==> src/interlaced_scan_address_generator_unit_macros.svh <==
// Assertion macros for the interlaced scan address generator.
// Used by interlaced_scan_address_generator_unit; needs a clk and rst_n in scope.
`ifndef INTERLACED_SCAN_ADDRESS_GENERATOR_UNIT_MACROS_SVH
`define INTERLACED_SCAN_ADDRESS_GENERATOR_UNIT_MACROS_SVH

// Same-cycle implication, disabled during reset
`define ISAG_ASSERT_NOW(label, ante, cons, msg) \
    label: assert property (@(posedge clk) disable iff (!rst_n) (ante) |-> (cons)) \
        else $error(msg);

// Next-cycle implication, disabled during reset
`define ISAG_ASSERT_NEXT(label, ante, cons, msg) \
    label: assert property (@(posedge clk) disable iff (!rst_n) (ante) |=> (cons)) \
        else $error(msg);

`endif

==> src/isag_pkg.sv <==
// Shared types, widths and helpers for the interlaced scan address generator.
// No dependencies.
`timescale 1ns / 1ps

package isag_pkg;

    localparam int unsigned DIM_W   = 16;
    localparam int unsigned LEVEL_W = 3;
    localparam int unsigned COUNT_W = 32;
    localparam int unsigned PIXEL_W = 64;
    localparam int unsigned APB_AW  = 4;
    localparam int unsigned APB_DW  = 32;

    localparam logic [LEVEL_W-1:0] MAX_LEVEL = 3'd6;

    typedef enum logic [1:0] {
        REG_FRAME_WIDTH     = 2'd0,
        REG_FRAME_HEIGHT    = 2'd1,
        REG_INTERLACE_LEVEL = 2'd2
    } reg_idx_t;

    typedef enum logic [1:0] {
        ST_IDLE   = 2'b01,
        ST_SEARCH = 2'b10
    } state_t;

    // Clamp the programmed level to the deepest supported grid
    function automatic logic [LEVEL_W-1:0] clamp_level(input logic [LEVEL_W-1:0] lvl);
        return (lvl > MAX_LEVEL) ? MAX_LEVEL : lvl;
    endfunction

endpackage

==> src/interlaced_scan_address_generator_unit.sv <==
// Interlaced scan address generator: a request is accepted in IDLE and placed from SEARCH
// once the grid point is new and the output register is free; skipped points are stepped past.
// Requests are taken one at a time (in_ready only in IDLE), and the single advance unit
// (one grid step per cycle) steps the scan under the two-state sequencer.
// Reset (rst_n low, async): width = height = 1, level 0, frame restarted, no result.
// Depends on isag_pkg and interlaced_scan_address_generator_unit_macros.svh.
`timescale 1ns / 1ps

`include "interlaced_scan_address_generator_unit_macros.svh"

module interlaced_scan_address_generator_unit
    import isag_pkg::*;
(
    input  logic                      clk,
    input  logic                      rst_n,
    // APB-style configuration port
    input  logic                      psel,
    input  logic                      penable,
    input  logic                      pwrite,
    input  logic [APB_AW-1:0]         paddr,
    input  logic [APB_DW-1:0]         pwdata,
    output logic [APB_DW-1:0]         prdata,
    output logic                      pready,
    // Pixel input channel
    input  logic                      in_valid,
    output logic                      in_ready,
    input  logic [PIXEL_W-1:0]        pixel_data,
    // Placed pixel output channel
    output logic                      out_valid,
    input  logic                      out_ready,
    output logic [PIXEL_W-1:0]        pixel_out,
    output logic [DIM_W-1:0]          pos_x,
    output logic [DIM_W-1:0]          pos_y,
    output logic                      last_pixel,
    output logic                      overflow
);

    // ------------------------------------------------------------------
    // Configuration registers
    // ------------------------------------------------------------------
    logic [DIM_W-1:0]   frame_width_reg;
    logic [DIM_W-1:0]   frame_height_reg;
    logic [LEVEL_W-1:0] interlace_level_reg;
    logic [COUNT_W-1:0] total_reg;      // width * height, registered after the multiply

    reg_idx_t           cfg_idx;
    logic               cfg_write;
    logic               cfg_hit;
    logic [LEVEL_W-1:0] restart_level;

    assign pready    = 1'b1;
    assign cfg_idx   = reg_idx_t'(paddr[APB_AW-1:2]);
    assign cfg_write = psel && penable && pwrite;

    // Decode which register a write hits; a write beyond the map is dropped
    always_comb
    begin
        cfg_hit       = 1'b0;
        restart_level = clamp_level(interlace_level_reg);
        case (cfg_idx)
            REG_FRAME_WIDTH:
            begin
                cfg_hit = 1'b1;
            end
            REG_FRAME_HEIGHT:
            begin
                cfg_hit = 1'b1;
            end
            REG_INTERLACE_LEVEL:
            begin
                cfg_hit       = 1'b1;
                // A level write restarts at the new level
                restart_level = clamp_level(pwdata[LEVEL_W-1:0]);
            end
            default:
            begin
                cfg_hit = 1'b0;
            end
        endcase
    end

    always_comb
    begin
        case (cfg_idx)
            REG_FRAME_WIDTH:     prdata = APB_DW'(frame_width_reg);
            REG_FRAME_HEIGHT:    prdata = APB_DW'(frame_height_reg);
            REG_INTERLACE_LEVEL: prdata = APB_DW'(interlace_level_reg);
            default:             prdata = '0;
        endcase
    end

    always_ff @(posedge clk or negedge rst_n)
    begin
        if (!rst_n)
        begin
            frame_width_reg     <= DIM_W'(1);
            frame_height_reg    <= DIM_W'(1);
            interlace_level_reg <= '0;
            total_reg           <= COUNT_W'(1);
        end
        else
        begin
            if (cfg_write)
            begin
                case (cfg_idx)
                    REG_FRAME_WIDTH:     frame_width_reg     <= pwdata[DIM_W-1:0];
                    REG_FRAME_HEIGHT:    frame_height_reg    <= pwdata[DIM_W-1:0];
                    REG_INTERLACE_LEVEL: interlace_level_reg <= pwdata[LEVEL_W-1:0];
                    default:             ;
                endcase
            end
            // Frame size is registered from the width and height registers; a request accepted
            // right after a write is checked in SEARCH, by which time this is fresh.
            total_reg <= COUNT_W'(frame_width_reg) * COUNT_W'(frame_height_reg);
        end
    end

    // ------------------------------------------------------------------
    // Scan state and sequencer
    // ------------------------------------------------------------------
    state_t             state_reg,       state_next;
    logic [DIM_W-1:0]   cur_x_reg,       cur_x_next;
    logic [DIM_W-1:0]   cur_y_reg,       cur_y_next;
    logic [LEVEL_W-1:0] pass_level_reg,  pass_level_next;
    logic [COUNT_W-1:0] pixel_count_reg, pixel_count_next;
    logic [PIXEL_W-1:0] pixel_reg,       pixel_next;

    // Output register
    logic               out_valid_reg,   out_valid_next;
    logic [PIXEL_W-1:0] pixel_out_reg,   pixel_out_next;
    logic [DIM_W-1:0]   pos_x_reg,       pos_x_next;
    logic [DIM_W-1:0]   pos_y_reg,       pos_y_next;
    logic               last_pixel_reg,  last_pixel_next;
    logic               overflow_reg,    overflow_next;

    // Shared advance unit: one grid step with row and pass wrap
    logic [DIM_W:0]     step;
    logic [DIM_W:0]     x_sum;
    logic [DIM_W:0]     y_sum;
    logic [DIM_W-1:0]   adv_x;
    logic [DIM_W-1:0]   adv_y;
    logic [LEVEL_W-1:0] adv_level;

    always_comb
    begin
        step      = (DIM_W+1)'(1) << pass_level_reg;
        x_sum     = {1'b0, cur_x_reg} + step;
        y_sum     = {1'b0, cur_y_reg} + step;
        adv_x     = x_sum[DIM_W-1:0];
        adv_y     = cur_y_reg;
        adv_level = pass_level_reg;
        if (x_sum >= {1'b0, frame_width_reg})
        begin
            // Wrap to the next grid row
            adv_x = '0;
            adv_y = y_sum[DIM_W-1:0];
            if (y_sum >= {1'b0, frame_height_reg})
            begin
                // Wrap to the next, finer pass
                adv_y = '0;
                if (pass_level_reg != '0)
                begin
                    adv_level = pass_level_reg - LEVEL_W'(1);
                end
            end
        end
    end

    // New-point test: first pass takes every grid point, later passes only odd ones
    logic [DIM_W-1:0]   x_shift;
    logic [DIM_W-1:0]   y_shift;
    logic               is_new;
    logic               frame_full;
    logic [COUNT_W-1:0] count_inc;
    logic               slot_free;

    assign x_shift    = cur_x_reg >> pass_level_reg;
    assign y_shift    = cur_y_reg >> pass_level_reg;
    assign is_new     = (pass_level_reg >= clamp_level(interlace_level_reg))
                        || x_shift[0] || y_shift[0];
    assign frame_full = (pixel_count_reg >= total_reg);
    assign count_inc  = pixel_count_reg + COUNT_W'(1);
    assign slot_free  = !out_valid_reg || out_ready;

    assign in_ready   = (state_reg == ST_IDLE);

    always_comb
    begin
        state_next       = state_reg;
        cur_x_next       = cur_x_reg;
        cur_y_next       = cur_y_reg;
        pass_level_next  = pass_level_reg;
        pixel_count_next = pixel_count_reg;
        pixel_next       = pixel_reg;

        out_valid_next   = out_valid_reg && !out_ready;
        pixel_out_next   = pixel_out_reg;
        pos_x_next       = pos_x_reg;
        pos_y_next       = pos_y_reg;
        last_pixel_next  = last_pixel_reg;
        overflow_next    = overflow_reg;

        case (state_reg)
            ST_IDLE:
            begin
                if (in_valid)
                begin
                    // Take the request and start the search
                    pixel_next = pixel_data;
                    state_next = ST_SEARCH;
                end
            end
            ST_SEARCH:
            begin
                if (frame_full)
                begin
                    // Frame already complete: flag overflow, leave the scan alone
                    if (slot_free)
                    begin
                        out_valid_next  = 1'b1;
                        pixel_out_next  = pixel_reg;
                        pos_x_next      = '0;
                        pos_y_next      = '0;
                        last_pixel_next = 1'b0;
                        overflow_next   = 1'b1;
                        state_next      = ST_IDLE;
                    end
                end
                else if (is_new)
                begin
                    // Place the pixel once the output register can take it
                    if (slot_free)
                    begin
                        out_valid_next   = 1'b1;
                        pixel_out_next   = pixel_reg;
                        pos_x_next       = cur_x_reg;
                        pos_y_next       = cur_y_reg;
                        last_pixel_next  = (count_inc == total_reg);
                        overflow_next    = 1'b0;
                        pixel_count_next = count_inc;
                        state_next       = ST_IDLE;
                        if (count_inc == total_reg)
                        begin
                            cur_x_next      = '0;
                            cur_y_next      = '0;
                            pass_level_next = '0;
                        end
                        else
                        begin
                            cur_x_next      = adv_x;
                            cur_y_next      = adv_y;
                            pass_level_next = adv_level;
                        end
                    end
                end
                else
                begin
                    // Point already covered by a coarser pass: skip it
                    cur_x_next      = adv_x;
                    cur_y_next      = adv_y;
                    pass_level_next = adv_level;
                end
            end
            default:
            begin
                state_next = ST_IDLE;
            end
        endcase

        // Any register write restarts the frame
        if (cfg_write && cfg_hit)
        begin
            cur_x_next       = '0;
            cur_y_next       = '0;
            pass_level_next  = restart_level;
            pixel_count_next = '0;
        end
    end

    always_ff @(posedge clk or negedge rst_n)
    begin
        if (!rst_n)
        begin
            state_reg       <= ST_IDLE;
            cur_x_reg       <= '0;
            cur_y_reg       <= '0;
            pass_level_reg  <= '0;
            pixel_count_reg <= '0;
            out_valid_reg   <= 1'b0;
        end
        else
        begin
            state_reg       <= state_next;
            cur_x_reg       <= cur_x_next;
            cur_y_reg       <= cur_y_next;
            pass_level_reg  <= pass_level_next;
            pixel_count_reg <= pixel_count_next;
            out_valid_reg   <= out_valid_next;
        end
    end

    // Payload registers: no reset needed
    always_ff @(posedge clk)
    begin
        pixel_reg      <= pixel_next;
        pixel_out_reg  <= pixel_out_next;
        pos_x_reg      <= pos_x_next;
        pos_y_reg      <= pos_y_next;
        last_pixel_reg <= last_pixel_next;
        overflow_reg   <= overflow_next;
    end

    assign out_valid  = out_valid_reg;
    assign pixel_out  = pixel_out_reg;
    assign pos_x      = pos_x_reg;
    assign pos_y      = pos_y_reg;
    assign last_pixel = last_pixel_reg;
    assign overflow   = overflow_reg;

    // ------------------------------------------------------------------
    // Assertions
    // ------------------------------------------------------------------
    `ISAG_ASSERT_NEXT(a_accept_starts_search, in_valid && in_ready,
        state_reg == ST_SEARCH, "accepted request did not start the search")

    `ISAG_ASSERT_NOW(a_overflow_result_clean, out_valid && overflow,
        !last_pixel && pos_x == '0 && pos_y == '0, "overflow result carries a position")

    `ISAG_ASSERT_NOW(a_level_in_range, 1'b1,
        pass_level_reg <= MAX_LEVEL, "pass level beyond the deepest grid")

    `ISAG_ASSERT_NOW(a_result_from_search, $rose(out_valid_reg),
        $past(state_reg == ST_SEARCH), "result appeared without a search")

endmodule
==> config.mk <==
export PLATFORM = sky130hd
export DESIGN_NAME = interlaced_scan_address_generator_unit
export DESIGN_NICKNAME = d
export VERILOG_FILES = /design/src/isag_pkg.sv /design/src/interlaced_scan_address_generator_unit.sv
export VERILOG_INCLUDE_DIRS = /design/src /design/src/src
export SDC_FILE = /design/constraint.sdc
export NUM_CORES = 1
export LEC_CHECK = 0
export BUFFER_PORTS_ARGS = -buffer_cell sky130_fd_sc_hd__buf_2
export CORE_MARGIN = 3
export CORE_UTILIZATION = 61
export DETAILED_ROUTE_END_ITERATION = 6
export PLACE_DENSITY = 0.83
export RECOVER_POWER = 100
export SETUP_SLACK_MARGIN = 0.3
export SYNTH_ARGS = -nofsm -noshare
export SYNTH_HDL_FRONTEND = slang
export SYNTH_SLANG_ARGS = --single-unit
==> constraint.sdc <==
create_clock -name clk -period 15.4 [get_ports clk]
set_input_delay 3.85 -clock clk [delete_from_list [all_inputs] [get_ports clk]]
set_output_delay 3.85 -clock clk [all_outputs]
set_load 0.02 [all_outputs]
==> results of run 1 <==
==> per-layer routing <==
layer,part of all wire (%),up-vias,wire (µm)
met2,47,910,28300
met5,0,-,0
li1,-,7754,-
met3,9.2,203,5470
met1,38,8598,22800
met4,5.3,0,3150
==> cell type report <==
cell class              count  share of cell area, %
clock inverters            20                   1.16
inverters                 319                   4.74
repair buffers            217                   3.72
multi-input cells        1521                   51.7
diodes                      1                0.00992
flip-flops and latches    299                   32.9
clock buffers              38                   3.30
well taps                 504                   2.50
==> cell usage after synthesis, types with 6 or more instances <==
cell type | instances | area (µm²)
buf_2 | 9 | 45.0
o31ai_1 | 6 | 45.0
o21a_1 | 14 | 105
a31oi_1 | 10 | 62.6
a21o_1 | 28 | 210
and2_1 | 63 | 394
clkinv_1 | 12 | 45.0
buf_4 | 24 | 180
fa_1 | 196 | 3920
ha_1 | 193 | 2410
or3_1 | 6 | 37.5
and3_1 | 21 | 131
o41ai_1 | 10 | 87.6
a211oi_1 | 14 | 105
nand2_1 | 210 | 788
o211ai_1 | 9 | 67.6
xnor2_1 | 76 | 666
o21ai_0 | 57 | 285
inv_1 | 306 | 1150
and4_1 | 6 | 52.6
dfrtp_1 | 133 | 3330
nand2b_1 | 11 | 68.8
buf_1 | 8 | 30.0
clkbuf_1 | 64 | 240
edfxtp_1 | 162 | 4860
nand3_1 | 42 | 210
nor3b_1 | 7 | 52.6
a22o_1 | 17 | 149
nor3_1 | 27 | 135
xor2_1 | 31 | 272
a21oi_1 | 71 | 355
o22a_1 | 11 | 96.3
o21bai_1 | 6 | 45.0
or2_2 | 11 | 68.8
nor4_1 | 13 | 81.3
nand4_1 | 21 | 131
nor2_1 | 186 | 698
or4b_1 | 6 | 60.1
nor4b_1 | 9 | 78.8
mux2i_1 | 20 | 200
nor2b_1 | 12 | 75.1
==> stage by stage <==
step                      setup slack (ns)  cell area [µm²]
after global placement                6.41            24300
after detailed placement              6.37            24300
after floorplan                       6.50            23000
after global routing                  4.65            25200
after CTS                             6.37            25500
final                                 5.67            25200
==> worst max path at each step <==
stage                     startpoint  slack, ns                end  cells after the start
final                       paddr[2]       5.67          prdata[2]                      5
after global routing           rst_n       4.65  pass_level_reg[2]                      2
after CTS                   paddr[2]       6.37          prdata[0]                      5
after detailed placement    paddr[2]       6.37          prdata[0]                      5
after global placement      paddr[2]       6.41          prdata[2]                      5
after floorplan             paddr[2]       6.50          prdata[3]                      4
==> cell families after synthesis <==
| logic type | Yosys count |
|---|---|
| AOI/OAI and AO/OA | 307 |
| and+or+nand+nor | 675 |
| adders and majority gates | 389 |
| other | 2 |
| muxes | 26 |
| DFF | 299 |
| buffers and inverters | 424 |
| xor gates and xnor gates | 107 |
==> results_dict.tcl, run 1 <==
set metrics [dict create \
    status "finished, violations left" \
    violations "max-capacitance violations, max-slew violations" \
    fin_crit_sh_pct 63.2 \
    avgRoutedWirePerCell_um 20.4 \
    grt_max_degree 82 \
    drv_cap 10 \
    netlist_area_mm2 0.0230 \
    post_cts_buffers 0 \
    final_cells 2919 \
    rsz0062_at_grt "false" \
    timing.rr.end "pos_x[13]" \
    yosysSeqAreaShare_pct 36.1 \
    met3_usage_pct 5.41 \
    hold_end "pixel_out[18]" \
    wl_mm 59.7 \
    syn_avg_cell_area_um2 10.3 \
    ios 240 \
    critPathMaxStageDelay_ns 1.11 \
    drt_iter0_drc 1508 \
    hold_class "reg2reg" \
    crit_path_frequent_cell "clkbuf_1" \
    gp_congestion 0.939 \
    synth_compound_area_share_pct 9.09 \
    synth_edf_count 162 \
    initial_core_util_pct 62.4 \
    cts.htree.levels 1 \
    drive_above_1_share_pct 7.25 \
    final_common_cell "inv_1" \
    antenna_found_initial 2 \
    async_reset_ff_share_pct 45.8 \
    hold_buffers 0 \
    ys_ff_latch 299 \
    r2r_start "pixel_count_reg[7]" \
    via_per_inst 5.98 \
    rr_worst_depth 12 \
    n_fill_cell 2686 \
    crit_family "buffers and inverters" \
    grt_usage_pct 29.9 \
    fp.dieH_um 200 \
    synth_mux_area_share_pct 1.21 \
    dpl.hpwl_mm 44.7 \
    required_ns 11.55 \
    synth_fa_ha_area_share_pct 27.6 \
    cts_resized 0 \
    crit_arrival_ns 5.88 \
    clockBufferDepth 3 \
    grt-busiest-layer "met2" \
    layout_min_cycle_time_ns 9.73 \
    worstMarginPinSlew_ns 4.48 \
    area_growth_pct 9.77 \
    clk_pin_slew_ns 0.06 \
    yosys_warnings 0 \
    ys.flop_type "edfxtp_1" \
    overflow 0 \
    crit_path_top_delay_cell "clkbuf_1" \
    min_delay_path_depth 0 \
    numCtsBuffers 31 \
    relSlewSlack_pct -199 \
    grt_pass1_wl_mm 96.1 \
    synth_cell_types 89 \
    drc 0 \
    fin_nets 2885 \
    drv_slew 412 \
    critPathKind "in2out" \
    fin_tns_setup_ns 0 \
    final_cell_mix "306 x inv_1, 210 x nand2_1, 196 x fa_1" \
    ant_nets 0 \
    hold_slack_ns 0.415 \
    min-delay-start "pixel_reg[18]" \
    synth-xor-area-share_pct 4.08 \
    dieWidth_um 200 \
    end_kind "output pin" \
    final_core_util_pct 68.4 \
    synth_top_family_by_area "adder cells" \
    fin_skew_ns 0.0114 \
    port-buffer-count 204 \
    multi_input_area_mm2 0.0130 \
    row_count 70 \
    cts.sinks 299 \
    startpoint_type "primary input" \
    firstDrtPassIters 5 \
    yosys.area_share.simple_pct 14.6 \
    cp_max_fo 23 \
    cp_cell_sequence "clkbuf_1 -> nor2b_1 -> nand2_1 -> o21ai_0 -> clkbuf_1" \
    critPathBufInv 2 \
    clk-insertion-delay-late_ns 0.58 \
    place_inst 2860 \
    cts_tree "yes" \
    core_mm2 0.0369 \
    setup_viol 0 \
    netlist_instances 2229 \
    grt_pass1_vias 18200 \
    max_freq_mhz 103 \
    die-area_mm2 0.0401 \
    ff_latch_area_mm2 0.00830 \
    worst-r2r-setup-slack_ns 7.32 \
    hold_viol_final 0 \
    root_buffer "clkbuf_16" \
    grtUsageMet2_pct 49.6 \
    vias 17500 \
    use_met1_pct 38.7 \
]
Power of run 1 is not shown: default switching activity piles up to over one toggle a cycle in this logic, so the estimate is an artifact.
==> run 2, diff against run 1 <==
--- a/config.mk
+++ b/config.mk
@@ -6,6 +6,7 @@
 export SDC_FILE = /design/constraint.sdc
 export NUM_CORES = 1
 export LEC_CHECK = 0
+export ABC_AREA = 1
 export BUFFER_PORTS_ARGS = -buffer_cell sky130_fd_sc_hd__buf_2
 export CORE_MARGIN = 3
 export CORE_UTILIZATION = 61
==> constraint.sdc (replaced) <==
create_clock -name clk -period 9.6 [get_ports clk]
set_input_delay 2.4 -clock clk [delete_from_list [all_inputs] [get_ports clk]]
set_output_delay 2.4 -clock clk [all_outputs]
set_load 0.02 [all_outputs]
==> run 2 against run 1 <==
The flow still finishes with violations (max-capacitance violations, max-slew violations). Design area is 4.1% higher. Global-route usage is 0.40 points higher. Critical path type is now in2reg. Clock-buffer cell count is 2 higher. Worst hold slack better by 0.00073 ns. Via count is 14% higher.
==> results_dict.tcl, run 2 <==
set metrics [dict create \
    fin_nets 3513 \
    grt_pass1_vias 20000 \
    hold_class "reg2reg" \
    final_common_cell "nand2_1" \
    synth_edf_count 162 \
    p_leak_nw 13.7 \
    final_cells 3561 \
    status "finished, violations left" \
    synth_top_family_by_area "adder cells" \
    setup_viol 0 \
    grt_usage_pct 30.3 \
    hold_viol_final 0 \
    worstMarginPinSlew_ns 3.66 \
    synth_mux_area_share_pct 0 \
    multi_input_area_mm2 0.0131 \
    yosysMostFrequentCell "nand2_1" \
    final_core_util_pct 67.5 \
    ys.flop_type "edfxtp_1" \
    ff_latch_area_mm2 0.00830 \
    netlist_area_mm2 0.0242 \
    yosysSeqAreaShare_pct 34.3 \
    row_count 72 \
    fin_skew_ns 0.0252 \
    root_buffer "clkbuf_16" \
    place_inst 3502 \
    port-buffer-count 204 \
    crit_path_end "pixel_count_reg[2]" \
    layout_min_cycle_time_ns 7.46 \
    max_freq_mhz 134 \
    violations "max-capacitance violations, max-slew violations" \
    clk-insertion-delay-late_ns 0.60 \
    drive_above_1_share_pct 5.59 \
    min-delay-start "pixel_reg[11]" \
    vias 19900 \
    drt_iter0_drc 1819 \
    antenna_found_initial 0 \
    post_cts_buffers 0 \
    drv_cap 8 \
    firstDrtPassIters 7 \
    syn_avg_cell_area_um2 8.40 \
    overflow 0 \
    netlist_instances 2880 \
    cts.sinks 299 \
    grt_pass1_wl_mm 102 \
    ios 240 \
    numCtsBuffers 31 \
    ant_nets 0 \
    critPathKind "in2reg" \
    fin_tns_setup_ns 0 \
    fp.dieH_um 205 \
    clk_pin_slew_ns 0.07 \
    synth-xor-area-share_pct 2.21 \
    avgRoutedWirePerCell_um 18.0 \
    cts_tree "yes" \
    crit_arrival_ns 7.93 \
    relSlewSlack_pct -144 \
    via_per_inst 5.58 \
    drv_slew 439 \
    synth_fa_ha_area_share_pct 26.2 \
    hold_buffers 0 \
    clockBufferDepth 3 \
    yosys_warnings 0 \
    core_mm2 0.0389 \
    timing.rr.end "pos_y[9]" \
    ys_ff_latch 299 \
    die-area_mm2 0.0421 \
    fin_crit_sh_pct 77.7 \
    startpoint_type "primary input" \
    worst-r2r-setup-slack_ns 2.24 \
    synth_top_area_share_pct 20.1 \
    wl_mm 63.9 \
    initial_core_util_pct 62.2 \
    synthTopCellsByArea "edfxtp_1 20%, fa_1 16%, dfrtp_1 14%, nand2_1 12%, ha_1 10%" \
    netlist_top_cells_count "750 x nand2_1, 608 x inv_1, 196 x fa_1" \
    synth_compound_area_share_pct 6.09 \
    n_fill_cell 3095 \
    cts_resized 0 \
    ir_worst_vdd_mv 0.308 \
    drc 0 \
    gp_congestion 0.956 \
    rsz0062_at_grt "false" \
    grt_max_degree 71 \
    cp_max_fo 64 \
    yosysTopAreaCell "edfxtp_1" \
    dpl.hpwl_mm 47.3 \
    async_reset_ff_share_pct 45.8 \
    area_growth_pct 8.55 \
    end_kind "flip-flop" \
    critPathLaunch "psel" \
    required_ns 10.06 \
    dieWidth_um 205 \
    r2r_start "pass_level_reg[0]" \
    yosys.area_share.simple_pct 19.4 \
    finalPower_mw 8.72 \
    synth_cell_types 48 \
    rr_worst_depth 11 \
    cts.htree.levels 1 \
    final_cell_mix "750 x nand2_1, 608 x inv_1, 196 x fa_1" \
    powerDensity_mw_per_mm2 332 \
]
==> run 2: area by class of cell <==
class	instances	share of cell area, %
Multi-Input combinational cell	1864	49.9
Sequential cell	299	31.6
Inverter	610	8.72
Timing Repair Buffer	211	3.43
Clock buffer	40	3.27
Tap cell	518	2.47
Clock inverter	18	0.619
Antenna cell	1	0.00953
==> run 2: report_power, final <==
group          total, mW  internal, mW  switching, mW
clock network       1.20         0.668          0.528
logic               5.32          1.95           3.37
registers           2.21          1.74          0.465
==> run 2: worst max-delay path: stages <==
cell and delay [ns]:
buf_2 0.08, nand3_1 0.13, a21oi_2 0.13, buf_4 0.37
inv_1 0.08, clkbuf_1 0.77, nand2_1 0.41, nand3_1 0.11
nor2_1 2.66, o21ai_0 0.49, o21a_1 0.28
==> run 2: kinds of logic after synthesis <==
family | after synthesis
other cells | 2
compound gates | 263
simple gates | 1134
flops | 299
fa+ha+maj | 389
xor+xnor | 61
buf+inv | 732
==> run 2: stage by stage <==
stage	hold WS [ns]	worst slack [ns]	instance area [µm²]
floorplan	0.400	2.53	24300
global placement	0.400	3.28	25400
detailed placement	0.405	3.17	25400
CTS	0.416	3.19	26500
global route	0.421	1.45	26300
finish	0.416	2.14	26300
==> run 2: worst min-delay path by stage <==
stage | to | slack [ns] | depth (start not counted)
after floorplan | pixel_out[0] | 0.40 | 0
after global placement | pixel_out[27] | 0.40 | 0
after detailed placement | pixel_out[14] | 0.40 | 0
after CTS | pixel_out[57] | 0.42 | 0
after global routing | pixel_out[45] | 0.42 | 0
final | pixel_out[11] | 0.42 | 0
==> run 2: metal layers <==
metal  vias to the layer above  part of all wire, %  track usage, %
met4                         0                  4.3            11.5
met5                         -                    0               0
met2                      1102                   46            50.1
met1                      9381                   39            40.0
li1                       9174                    -               -
met3                       221                   10            5.81
Note: power is estimated with default switching activity, not from simulation.
